**src/rtl/core/tpt_pkg.sv**
```systemverilog
`default_nettype none

package tpt_pkg;

	// Field and register widths.
	localparam int TIME_W  = 32;
	localparam int DEB_W   = 16;
	localparam int PPR_W   = 5;
	localparam int RPM_W   = 24;
	localparam int IDX_W   = 2;
	localparam int DATA_W  = 32;

	// Denominator pulses_per_rev * period and the restoring divider around it.
	localparam int DEN_W     = PPR_W + TIME_W;
	localparam int NUM_W     = 30;
	localparam int DIV_STEPS = NUM_W;
	localparam int CNT_W     = $clog2(DIV_STEPS);
	localparam logic [CNT_W-1:0] DIV_LAST = CNT_W'(DIV_STEPS - 1);

	// 60,000,000 * 16 for a result in Q4.
	localparam logic [NUM_W-1:0] RPM_Q4_NUM = NUM_W'(960000000);
	localparam logic [RPM_W-1:0] RPM_MAX    = {RPM_W{1'b1}};

	// Queue between the front and back ends.
	localparam int QUEUE_DEPTH = 2;
	localparam int QPTR_W      = $clog2(QUEUE_DEPTH);

	// Reset values of the configuration registers.
	localparam logic [DEB_W-1:0]  DEBOUNCE_RST = DEB_W'(2000);
	localparam logic [TIME_W-1:0] TIMEOUT_RST  = TIME_W'(1000000);
	localparam logic [PPR_W-1:0]  PPR_RST      = PPR_W'(2);

	// Register indexes.
	localparam logic [IDX_W-1:0] REG_DEBOUNCE = 2'd0;
	localparam logic [IDX_W-1:0] REG_TIMEOUT  = 2'd1;
	localparam logic [IDX_W-1:0] REG_PPR      = 2'd2;

	// Input item kinds.
	localparam logic FUNC_EDGE   = 1'b0;
	localparam logic FUNC_UPDATE = 1'b1;

	// What the back end is to do with a queued command.
	typedef enum logic [1:0] {
		CMD_HOLD   = 2'd0,
		CMD_CLEAR  = 2'd1,
		CMD_DIVIDE = 2'd2
	} cmd_kind_t;

	typedef struct packed {
		cmd_kind_t          kind;
		logic [TIME_W-1:0]  period;
		logic               stopped;
		logic [DEN_W-1:0]   den;
	} cmd_t;

	typedef struct packed {
		logic [DEB_W-1:0]  debounce_us;
		logic [TIME_W-1:0] stop_timeout_us;
		logic [PPR_W-1:0]  pulses_per_rev;
	} cfg_t;

	// Queue handshake seen from either end.
	typedef struct packed {
		logic push;
	} qwr_t;

	typedef struct packed {
		logic empty;
	} qrd_t;

endpackage

`default_nettype wire

```
**src/rtl/core/tpt_if.sv**
```systemverilog
`default_nettype none

// Input channel: one timestamped sensor edge or update request.
interface tpt_in_if;
	logic                        valid;
	logic                        ready;
	logic                        func;
	logic [tpt_pkg::TIME_W-1:0]  now_us;

	modport source (output valid, output func, output now_us, input ready);
	modport sink   (input valid, input func, input now_us, output ready);
endinterface

// Output channel: speed, period and stopped flag after each item.
interface tpt_out_if;
	logic                        valid;
	logic                        ready;
	logic [tpt_pkg::RPM_W-1:0]   rpm_q4;
	logic [tpt_pkg::TIME_W-1:0]  period_us;
	logic                        stopped;

	modport source (output valid, output rpm_q4, output period_us, output stopped,
		input ready);
	modport sink   (input valid, input rpm_q4, input period_us, input stopped,
		output ready);
endinterface

`default_nettype wire

```
**src/rtl/core/tpt_front.sv**
```systemverilog
`default_nettype none

module tpt_front (
	input  wire logic          clk,
	input  wire logic          arst_n,
	tpt_in_if.sink             sample,
	input  tpt_pkg::cfg_t      cfg,
	input  wire logic          q_full,
	output tpt_pkg::qwr_t      qwr,
	output tpt_pkg::cmd_t      cmd
);

	logic [tpt_pkg::TIME_W-1:0] last_edge_q;
	logic [tpt_pkg::TIME_W-1:0] period_q;
	logic                       stop_q;

	logic [tpt_pkg::TIME_W-1:0] elapsed;
	logic [tpt_pkg::PPR_W-1:0]  ppr_eff;
	logic                       edge_ok;
	logic                       timed_out;
	logic                       accept;

	// A transaction is taken whenever the queue has room.
	assign sample.ready = !q_full;
	assign accept       = sample.valid && !q_full;
	assign qwr.push     = accept;

	// Classification of the item against the held edge time.
	assign elapsed   = sample.now_us - last_edge_q;
	assign edge_ok   = elapsed > {{(tpt_pkg::TIME_W - tpt_pkg::DEB_W){1'b0}}, cfg.debounce_us};
	assign timed_out = elapsed > cfg.stop_timeout_us;
	assign ppr_eff   = (cfg.pulses_per_rev == '0) ? tpt_pkg::PPR_W'(1) : cfg.pulses_per_rev;

	// Command for the back end, built from the state the item leaves behind.
	always_comb begin
		cmd.kind    = tpt_pkg::CMD_HOLD;
		cmd.period  = period_q;
		cmd.stopped = stop_q;
		cmd.den     = {{tpt_pkg::TIME_W{1'b0}}, ppr_eff} * {{tpt_pkg::PPR_W{1'b0}}, period_q};
		if (sample.func == tpt_pkg::FUNC_EDGE) begin
			if (edge_ok) begin
				cmd.period = elapsed;
			end
		end else begin
			if (timed_out) begin
				cmd.kind    = tpt_pkg::CMD_CLEAR;
				cmd.period  = '0;
				cmd.stopped = 1'b1;
			end else begin
				cmd.stopped = 1'b0;
				if (period_q != '0) begin
					cmd.kind = tpt_pkg::CMD_DIVIDE;
				end
			end
		end
	end

	// Edge time, period and stopped flag are updated as each item is taken.
	always_ff @(posedge clk or negedge arst_n) begin
		if (!arst_n) begin
			last_edge_q <= '0;
			period_q    <= '0;
			stop_q      <= 1'b0;
		end else if (accept) begin
			if (sample.func == tpt_pkg::FUNC_EDGE) begin
				if (edge_ok) begin
					period_q    <= elapsed;
					last_edge_q <= sample.now_us;
				end
			end else begin
				if (timed_out) begin
					period_q <= '0;
					stop_q   <= 1'b1;
				end else begin
					stop_q   <= 1'b0;
				end
			end
		end
	end

endmodule

`default_nettype wire

```
**src/rtl/core/tpt_queue.sv**
```systemverilog
`default_nettype none

module tpt_queue (
	input  wire logic          clk,
	input  wire logic          arst_n,
	input  tpt_pkg::qwr_t      qwr,
	input  tpt_pkg::cmd_t      wr_cmd,
	input  wire logic          pop,
	output tpt_pkg::qrd_t      qrd,
	output logic               full,
	output tpt_pkg::cmd_t      rd_cmd
);

	tpt_pkg::cmd_t                mem_q [tpt_pkg::QUEUE_DEPTH];
	logic [tpt_pkg::QPTR_W-1:0]   wr_ptr_q;
	logic [tpt_pkg::QPTR_W-1:0]   rd_ptr_q;
	logic [tpt_pkg::QPTR_W:0]     count_q;
	logic                         do_push;
	logic                         do_pop;

	assign full      = count_q == (tpt_pkg::QPTR_W + 1)'(tpt_pkg::QUEUE_DEPTH);
	assign qrd.empty = count_q == '0;
	assign do_push   = qwr.push && !full;
	assign do_pop    = pop && !qrd.empty;
	assign rd_cmd    = mem_q[rd_ptr_q];

	// Command storage.
	always_ff @(posedge clk) begin
		if (do_push) begin
			mem_q[wr_ptr_q] <= wr_cmd;
		end
	end

	// Pointers and fill level.
	always_ff @(posedge clk or negedge arst_n) begin
		if (!arst_n) begin
			wr_ptr_q <= '0;
			rd_ptr_q <= '0;
			count_q  <= '0;
		end else begin
			if (do_push) begin
				wr_ptr_q <= wr_ptr_q + 1'b1;
			end
			if (do_pop) begin
				rd_ptr_q <= rd_ptr_q + 1'b1;
			end
			if (do_push && !do_pop) begin
				count_q <= count_q + 1'b1;
			end else if (do_pop && !do_push) begin
				count_q <= count_q - 1'b1;
			end
		end
	end

endmodule

`default_nettype wire

```
**src/rtl/core/tpt_back.sv**
```systemverilog
`default_nettype none

module tpt_back (
	input  wire logic          clk,
	input  wire logic          arst_n,
	input  tpt_pkg::qrd_t      qrd,
	input  tpt_pkg::cmd_t      cmd,
	output logic               pop,
	tpt_out_if.source          result
);

	typedef enum logic [1:0] {
		B_IDLE = 2'b01,
		B_DIV  = 2'b10
	} back_state_t;

	back_state_t                  state_q;
	logic [tpt_pkg::RPM_W-1:0]    speed_q;
	logic [tpt_pkg::DEN_W-1:0]    den_q;
	logic [tpt_pkg::NUM_W-1:0]    rem_q;
	logic [tpt_pkg::NUM_W-1:0]    quo_q;
	logic [tpt_pkg::CNT_W-1:0]    cnt_q;
	logic                         valid_q;
	logic [tpt_pkg::RPM_W-1:0]    rpm_q;
	logic [tpt_pkg::TIME_W-1:0]   res_period_q;
	logic                         res_stop_q;

	logic                         slot_free;
	logic [tpt_pkg::NUM_W:0]      trial;
	logic [tpt_pkg::DEN_W-1:0]    trial_ext;
	logic [tpt_pkg::DEN_W-1:0]    diff;
	logic                         ge;
	logic [tpt_pkg::NUM_W-1:0]    rem_next;
	logic [tpt_pkg::NUM_W-1:0]    quo_next;
	logic [tpt_pkg::RPM_W-1:0]    quo_sat;
	logic                         div_done;

	assign result.valid     = valid_q;
	assign result.rpm_q4    = rpm_q;
	assign result.period_us = res_period_q;
	assign result.stopped   = res_stop_q;

	// A command is started only when the result register is free or emptying.
	assign slot_free = !valid_q || result.ready;
	assign pop       = (state_q == B_IDLE) && !qrd.empty && slot_free;

	// One restoring division step: quotient bits enter the quotient register at the bottom.
	assign trial     = {rem_q, quo_q[tpt_pkg::NUM_W-1]};
	assign trial_ext = {{(tpt_pkg::DEN_W - tpt_pkg::NUM_W - 1){1'b0}}, trial};
	assign ge        = trial_ext >= den_q;
	assign diff      = trial_ext - den_q;
	assign rem_next  = ge ? diff[tpt_pkg::NUM_W-1:0] : trial[tpt_pkg::NUM_W-1:0];
	assign quo_next  = {quo_q[tpt_pkg::NUM_W-2:0], ge};
	assign quo_sat   = (quo_next[tpt_pkg::NUM_W-1:tpt_pkg::RPM_W] != '0) ?
		tpt_pkg::RPM_MAX : quo_next[tpt_pkg::RPM_W-1:0];
	assign div_done  = (state_q == B_DIV) && (cnt_q == tpt_pkg::DIV_LAST);

	// Sequencer, speed register and result valid.
	always_ff @(posedge clk or negedge arst_n) begin
		if (!arst_n) begin
			state_q <= B_IDLE;
			speed_q <= '0;
			valid_q <= 1'b0;
			cnt_q   <= '0;
		end else begin
			if (valid_q && result.ready) begin
				valid_q <= 1'b0;
			end
			case (state_q)
				B_IDLE: begin
					if (pop) begin
						case (cmd.kind)
							tpt_pkg::CMD_CLEAR: begin
								speed_q <= '0;
								valid_q <= 1'b1;
							end
							tpt_pkg::CMD_DIVIDE: begin
								cnt_q   <= '0;
								state_q <= B_DIV;
							end
							default: begin
								valid_q <= 1'b1;
							end
						endcase
					end
				end
				B_DIV: begin
					cnt_q <= cnt_q + 1'b1;
					if (div_done) begin
						speed_q <= quo_sat;
						valid_q <= 1'b1;
						state_q <= B_IDLE;
					end
				end
				default: begin
					state_q <= B_IDLE;
				end
			endcase
		end
	end

	// Divider datapath and result payload.
	always_ff @(posedge clk) begin
		if (pop) begin
			res_period_q <= cmd.period;
			res_stop_q   <= cmd.stopped;
			den_q        <= cmd.den;
			rem_q        <= '0;
			quo_q        <= tpt_pkg::RPM_Q4_NUM;
			if (cmd.kind == tpt_pkg::CMD_CLEAR) begin
				rpm_q <= '0;
			end else begin
				rpm_q <= speed_q;
			end
		end else if (state_q == B_DIV) begin
			rem_q <= rem_next;
			quo_q <= quo_next;
			if (div_done) begin
				rpm_q <= quo_sat;
			end
		end
	end

endmodule

`default_nettype wire

```
**src/rtl/core/pulse_period_tachometer_core.sv**
```systemverilog
`default_nettype none

// Channel   Role    Payload                          Transaction
// sample    sink    func, now_us                     valid && ready
// result    source  rpm_q4, period_us, stopped       valid && ready
// cfg       write   cfg_index, cfg_data              cfg_we high
//
// Items enter a two-entry command queue at one per cycle while it has room.
// Edges and held or cleared updates leave through the queue and the result register;
// an update with a held period first runs the 30-step restoring divider in the back end.
// Reset is asynchronous and restores the configuration reset values.
// A stalled result holds the back end; the front keeps taking items until the
// queue is full.

module pulse_period_tachometer_core (
	input  wire logic                          clk,
	input  wire logic                          arst_n,
	tpt_in_if.sink                             sample,
	tpt_out_if.source                          result,
	input  wire logic                          cfg_we,
	input  wire logic [tpt_pkg::IDX_W-1:0]     cfg_index,
	input  wire logic [tpt_pkg::DATA_W-1:0]    cfg_data
);

	tpt_pkg::cfg_t  cfg_q;
	tpt_pkg::qwr_t  qwr;
	tpt_pkg::qrd_t  qrd;
	tpt_pkg::cmd_t  wr_cmd;
	tpt_pkg::cmd_t  rd_cmd;
	logic           q_full;
	logic           pop;

	// Configuration registers.
	always_ff @(posedge clk or negedge arst_n) begin
		if (!arst_n) begin
			cfg_q.debounce_us     <= tpt_pkg::DEBOUNCE_RST;
			cfg_q.stop_timeout_us <= tpt_pkg::TIMEOUT_RST;
			cfg_q.pulses_per_rev  <= tpt_pkg::PPR_RST;
		end else if (cfg_we) begin
			case (cfg_index)
				tpt_pkg::REG_DEBOUNCE: cfg_q.debounce_us     <= cfg_data[tpt_pkg::DEB_W-1:0];
				tpt_pkg::REG_TIMEOUT:  cfg_q.stop_timeout_us <= cfg_data[tpt_pkg::TIME_W-1:0];
				tpt_pkg::REG_PPR:      cfg_q.pulses_per_rev  <= cfg_data[tpt_pkg::PPR_W-1:0];
				default: begin
				end
			endcase
		end
	end

	tpt_front u_front (
		.clk    (clk),
		.arst_n (arst_n),
		.sample (sample),
		.cfg    (cfg_q),
		.q_full (q_full),
		.qwr    (qwr),
		.cmd    (wr_cmd)
	);

	tpt_queue u_queue (
		.clk    (clk),
		.arst_n (arst_n),
		.qwr    (qwr),
		.wr_cmd (wr_cmd),
		.pop    (pop),
		.qrd    (qrd),
		.full   (q_full),
		.rd_cmd (rd_cmd)
	);

	tpt_back u_back (
		.clk    (clk),
		.arst_n (arst_n),
		.qrd    (qrd),
		.cmd    (rd_cmd),
		.pop    (pop),
		.result (result)
	);

endmodule

`default_nettype wire

```
**src/flat_wrapper.sv**
```systemverilog
// flat-port wrapper written by rule: the top's interface ports become plain ports
module pulse_period_tachometer_core_flat 
  (clk, arst_n, cfg_we, cfg_index, cfg_data, sample_valid, sample_func, sample_now_us, sample_ready, result_valid, result_rpm_q4, result_period_us, result_stopped, result_ready);
  tpt_in_if sample_i ();
  tpt_out_if result_i ();
  input  wire logic clk;
  input  wire logic arst_n;
  input  wire logic cfg_we;
  input  wire logic [tpt_pkg::IDX_W-1:0] cfg_index;
  input  wire logic [tpt_pkg::DATA_W-1:0] cfg_data;
  input wire logic [$bits(sample_i.valid)-1:0] sample_valid;
  input wire logic [$bits(sample_i.func)-1:0] sample_func;
  input wire logic [$bits(sample_i.now_us)-1:0] sample_now_us;
  output wire logic [$bits(sample_i.ready)-1:0] sample_ready;
  output wire logic [$bits(result_i.valid)-1:0] result_valid;
  output wire logic [$bits(result_i.rpm_q4)-1:0] result_rpm_q4;
  output wire logic [$bits(result_i.period_us)-1:0] result_period_us;
  output wire logic [$bits(result_i.stopped)-1:0] result_stopped;
  input wire logic [$bits(result_i.ready)-1:0] result_ready;
  assign sample_i.valid = sample_valid;
  assign sample_i.func = sample_func;
  assign sample_i.now_us = sample_now_us;
  assign sample_ready = sample_i.ready;
  assign result_valid = result_i.valid;
  assign result_rpm_q4 = result_i.rpm_q4;
  assign result_period_us = result_i.period_us;
  assign result_stopped = result_i.stopped;
  assign result_i.ready = result_ready;
  pulse_period_tachometer_core u_core (.clk(clk), .arst_n(arst_n), .sample(sample_i), .result(result_i), .cfg_we(cfg_we), .cfg_index(cfg_index), .cfg_data(cfg_data));
endmodule
```
**config.mk**
```make
export PLATFORM = sky130hd
export DESIGN_NAME = pulse_period_tachometer_core_flat
export DESIGN_NICKNAME = d
export VERILOG_FILES = /design/src/rtl/core/tpt_pkg.sv /design/src/rtl/core/tpt_if.sv /design/src/rtl/core/tpt_front.sv /design/src/rtl/core/tpt_queue.sv /design/src/rtl/core/tpt_back.sv /design/src/rtl/core/pulse_period_tachometer_core.sv /design/src/flat_wrapper.sv
export SDC_FILE = /design/constraint.sdc
export NUM_CORES = 1
export LEC_CHECK = 0
export ABC_AREA = 1
export BUFFER_PORTS_ARGS = -buffer_cell sky130_fd_sc_hd__buf_2
export CORE_MARGIN = 1
export CORE_UTILIZATION = 57
export DETAILED_ROUTE_END_ITERATION = 8
export PLACE_DENSITY_LB_ADDON = 0.15
export SYNTH_ARGS = -nofsm -noshare
export SYNTH_HDL_FRONTEND = slang
export SYNTH_SLANG_ARGS = --single-unit
export TNS_END_PERCENT = 5
```
**constraint.sdc**
```tcl
create_clock -name clk -period 4.14 [get_ports clk]
set_input_delay 0.207 -clock clk [delete_from_list [all_inputs] [get_ports clk]]
set_output_delay 0.207 -clock clk [all_outputs]
set_load 0.01 [all_outputs]
```
==> flow_metrics.py <==
metrics = {
    "placed_design": {
        "place_ws_ns": -0.326,
        "place_area_mm2": 0.0321,
        "port_buffers": 130,
        "dpl.hpwl_um": 55400,
        "finalWeightedCongestion": 0.946,
    },
    "layout": {
        "finalCoreUtilization_pct": 71.6,
        "seq_area_mm2": 0.0122,
        "areaGrowthSynthToFinish_pct": 23.8,
        "final_area_mm2": 0.0368,
        "antennaDiodeCount": 0,
        "multi_input_area_mm2": 0.0158,
        "final_common_cell": "nand2_1",
        "layout-drive-gt1-share_pct": 24.9,
        "nets": 4239,
        "fill_cells": 3918,
        "final_cell_mix": "nand2_1, inv_1, buf_4",
    },
    "routing": {
        "post_drt_via_cell_ratio": 5.45,
        "wl_per_cell_um": 17.2,
        "routed_wirelength_um": 79600,
        "ant_nets": 0,
        "first_iter_violations": 1850,
        "vias": 25300,
        "drc": 0,
        "first_pass_iters": 5,
    },
    "min_path": {
        "hold_depth": 3,
        "worstHoldStart": "cfg_we",
        "hp-class": "primary input to register",
        "min_delay_worst_endpoint": "u_core.cfg_q[0]",
    },
    "power_and_ir_drop": {
        "p_leak_nw": 17.9,
        "ir_drop_uv": 553,
        "pwr_density_cell_mw_per_mm2": 848,
        "power_mw": 31.2,
    },
    "timing": {
        "postLayoutSetupSlackWorst_ns": -0.0992,
        "rsz0062_at_grt": "yes",
        "setup_viol": 51,
        "fmax_mhz": 236,
        "slew_viol_final": 0,
        "finalHoldViolations": 0,
        "fin_crit_sh_pct": 102,
        "relSlewSlack_pct": 22.4,
        "fin_crit_ns": 4.24,
        "skew_ns": 0.0269,
        "finalHoldWorstSlack_ns": 0.223,
        "tightest_slew_ns": 1.16,
    },
    "yosys": {
        "ys_top_cells_by_area": "edfxtp_1, dfrtp_1, nand2_1",
        "yosysUniqueCellTypes": 65,
        "synth_edf_count": 238,
        "ys_seq_area_share_pct": 41.1,
        "syn_inst": 3530,
        "synth_top_area_share_pct": 24.0,
        "synth_nets": 3854,
        "synth-warning-count": 0,
        "synth.avg_cell_area_um2": 8.42,
        "synth_top_area_cell": "edfxtp_1",
        "synthFlopType": "edfxtp_1",
        "synth_seq_cells": 452,
        "synthArstFlopShare_pct": 34.1,
        "synthesis.area_mm2": 0.0297,
    },
    "worst_setup_path": {
        "cp.required_ns": 4.49,
        "r2r_start": "u_core.cfg_q[2]",
        "worstPathArrival_ns": 4.59,
        "max_stage_delay_ns": 0.54,
        "path_cells": "buf_12, buf_16, nand2_1, inv_1, fa_1, fa_1, inv_1, fa_1, inv_1, ha_4, nand2_2, inv_1, a21oi_4, o21ai_2, a221oi_2, nand2_2, nand2_2, nand2_2, nand2_1, nand2_1, xor2_1",
        "crit_slowest_cell": "fa_1",
        "cp-start-kind": "register",
        "cp_top_family": "adder cells",
        "crit_buf_inv": 6,
        "path_class": "register to register",
        "r2r_slack_ns": -0.1,
        "crit_fanout": 7,
        "reg2reg_depth": 21,
        "r2r_end": "u_core.u_queue.mem_q[0][35]",
        "critPathCaptureType": "register",
    },
    "die": {
        "fp.dieArea_mm2": 0.0531,
        "die_h_um": 230,
        "start_util_pct": 57.8,
        "die_w_um": 230,
        "core.rowCount": 83,
        "core_area_mm2": 0.0514,
        "io_pins": 131,
    },
    "grt": {
        "grt_pass1_vias": 25100,
        "use_met3_pct": 3.33,
        "top_usage_layer": "met2",
        "grtUsageMet2_pct": 51.4,
        "antenna_found_initial": 1,
        "overflow": 0,
        "grt_max_degree": 90,
        "grt_use_total_pct": 29.5,
        "grt_use_met1_pct": 38.0,
        "grt_pass1_wl_um": 126000,
    },
    "clock_tree": {
        "cts_tree": "done",
        "cts_buffers": 49,
        "cts_max_level": 2,
        "insertion_delay_ns": 0.60,
        "cts.sinks": 452,
        "cts-root-buf": "clkbuf_16",
        "clk_pin_slew_ns": 0.06,
        "cts_max_path_buffers": 3,
    },
    "job": {
        "max_cap_violations": 0,
    },
    "run_status": {
        "violations": "setup timing",
        "status": "complete, but fails checks",
    },
}
[layout make-up]
class | count | area share, %
well taps | 680 | 2.31
clock buffers | 67 | 3.65
flip-flops and latches | 452 | 33.2
repair buffers | 489 | 10.3
inverters | 650 | 6.63
clock inverters | 21 | 0.881
multi-input cells | 2273 | 42.9
[where the power goes]
part | total [mW] | switching, mW | internal [mW]
Combinational | 18.5 | 11.0 | 7.55
Sequential | 8.14 | 0.832 | 7.31
Clock | 4.51 | 1.84 | 2.67
[flip-flops by register name, summed over array words and instances, names as in the netlist, 2 cells and up]
register / cells
u_core.u_queue.mem_q: 144
u_core.u_back.result.rpm_q4: 24
u_core.u_front.last_edge_q: 32
u_core.u_back.speed_q: 24
u_core.cfg_q: 53
u_core.u_back.quo_q: 30
u_core.u_back.state_q: 2
u_core.u_queue.count_q: 2
u_core.u_back.rem_q: 30
u_core.u_front.period_q: 32
u_core.u_back.result.period_us: 32
u_core.u_back.den_q: 37
u_core.u_back.cnt_q: 5
[synth_stat cells (all sizes together), types with 11 or more instances]
| cell type | n |
|---|---|
| nor2 | 183 |
| mux2 | 70 |
| a21oi | 192 |
| xor2 | 51 |
| nand3 | 181 |
| o211ai | 23 |
| nand4 | 56 |
| nand3b | 11 |
| fa | 92 |
| a21o | 15 |
| edfxtp | 238 |
| a31oi | 64 |
| dfrtp | 139 |
| inv | 648 |
| buf | 26 |
| nand2 | 935 |
| dfstp | 15 |
| clkbuf | 123 |
| o21ai | 132 |
| xnor2 | 19 |
| o21bai | 12 |
| nor4 | 13 |
| ha | 160 |
| nor3 | 28 |
| dfxtp | 60 |
[how the worst max path moves through the flow]
stage | from | endpoint | slack [ns] | cells after the start
2_1_floorplan | u_core.u_queue.count_q[0] | u_core.u_queue.mem_q[1][0] | -0.15 | 4
3_3_place_gp | sample_now_us[0] | u_core.u_queue.mem_q[0][62] | -0.27 | 28
3_5_place_dp | u_core.cfg_q[4] | u_core.u_queue.mem_q[1][27] | -0.33 | 19
4_1_cts | u_core.cfg_q[3] | u_core.u_queue.mem_q[1][36] | -0.12 | 22
5_1_grt | u_core.cfg_q[3] | u_core.u_queue.mem_q[1][36] | -0.30 | 22
6_report | u_core.cfg_q[2] | u_core.u_queue.mem_q[0][35] | -0.1 | 21
[timing repair]
action                                  in CTS  in global routing
pin swaps                                   79                116
hold buffers                                66                  0
hold endpoints to repair                   156                  0
gates resized for setup                    154                241
endpoints found under the setup margin     141                145
gates cloned                                 3                  5
buffers inserted                            25                 27
[logic make-up (layout without fill, tap and decap cells)]
| kind of cell | after synthesis | after routing | share of synthesized area (%) |
|---|---|---|---|
| AOI/OAI and AO/OA | 456 | 456 | 8.58 |
| xor gates and xnor gates | 70 | 70 | 2.06 |
| adders and majority gates | 252 | 252 | 12.9 |
| buffers and inverters | 805 | 1227 | 12.1 |
| DFF | 452 | 452 | 41.1 |
| muxes | 73 | 73 | 2.75 |
| and+or+nand+nor | 1422 | 1422 | 20.5 |
[worst min-delay path, cell delays in order]
cell and delay, ns:
buf_2 0.12, nand3_1 0.32, o21ai_0 0.13
[per-stage QoR]
step	TNS, ns	instances
2_1_floorplan	-11.32	3530
3_3_place_gp	-19.30	4418
3_5_place_dp	-22.60	4418
4_1_cts	-0.788	4600
5_1_grt	-21.08	4632
6_report	-1.66	4632
[layer usage]
layer,up-vias,part of all wire (%)
met5,-,0.010
met4,2,3.5
met3,202,4.9
met2,804,49
met1,12200,42
li1,12100,-
No activity file was read; power rests on OpenSTA's default activity.
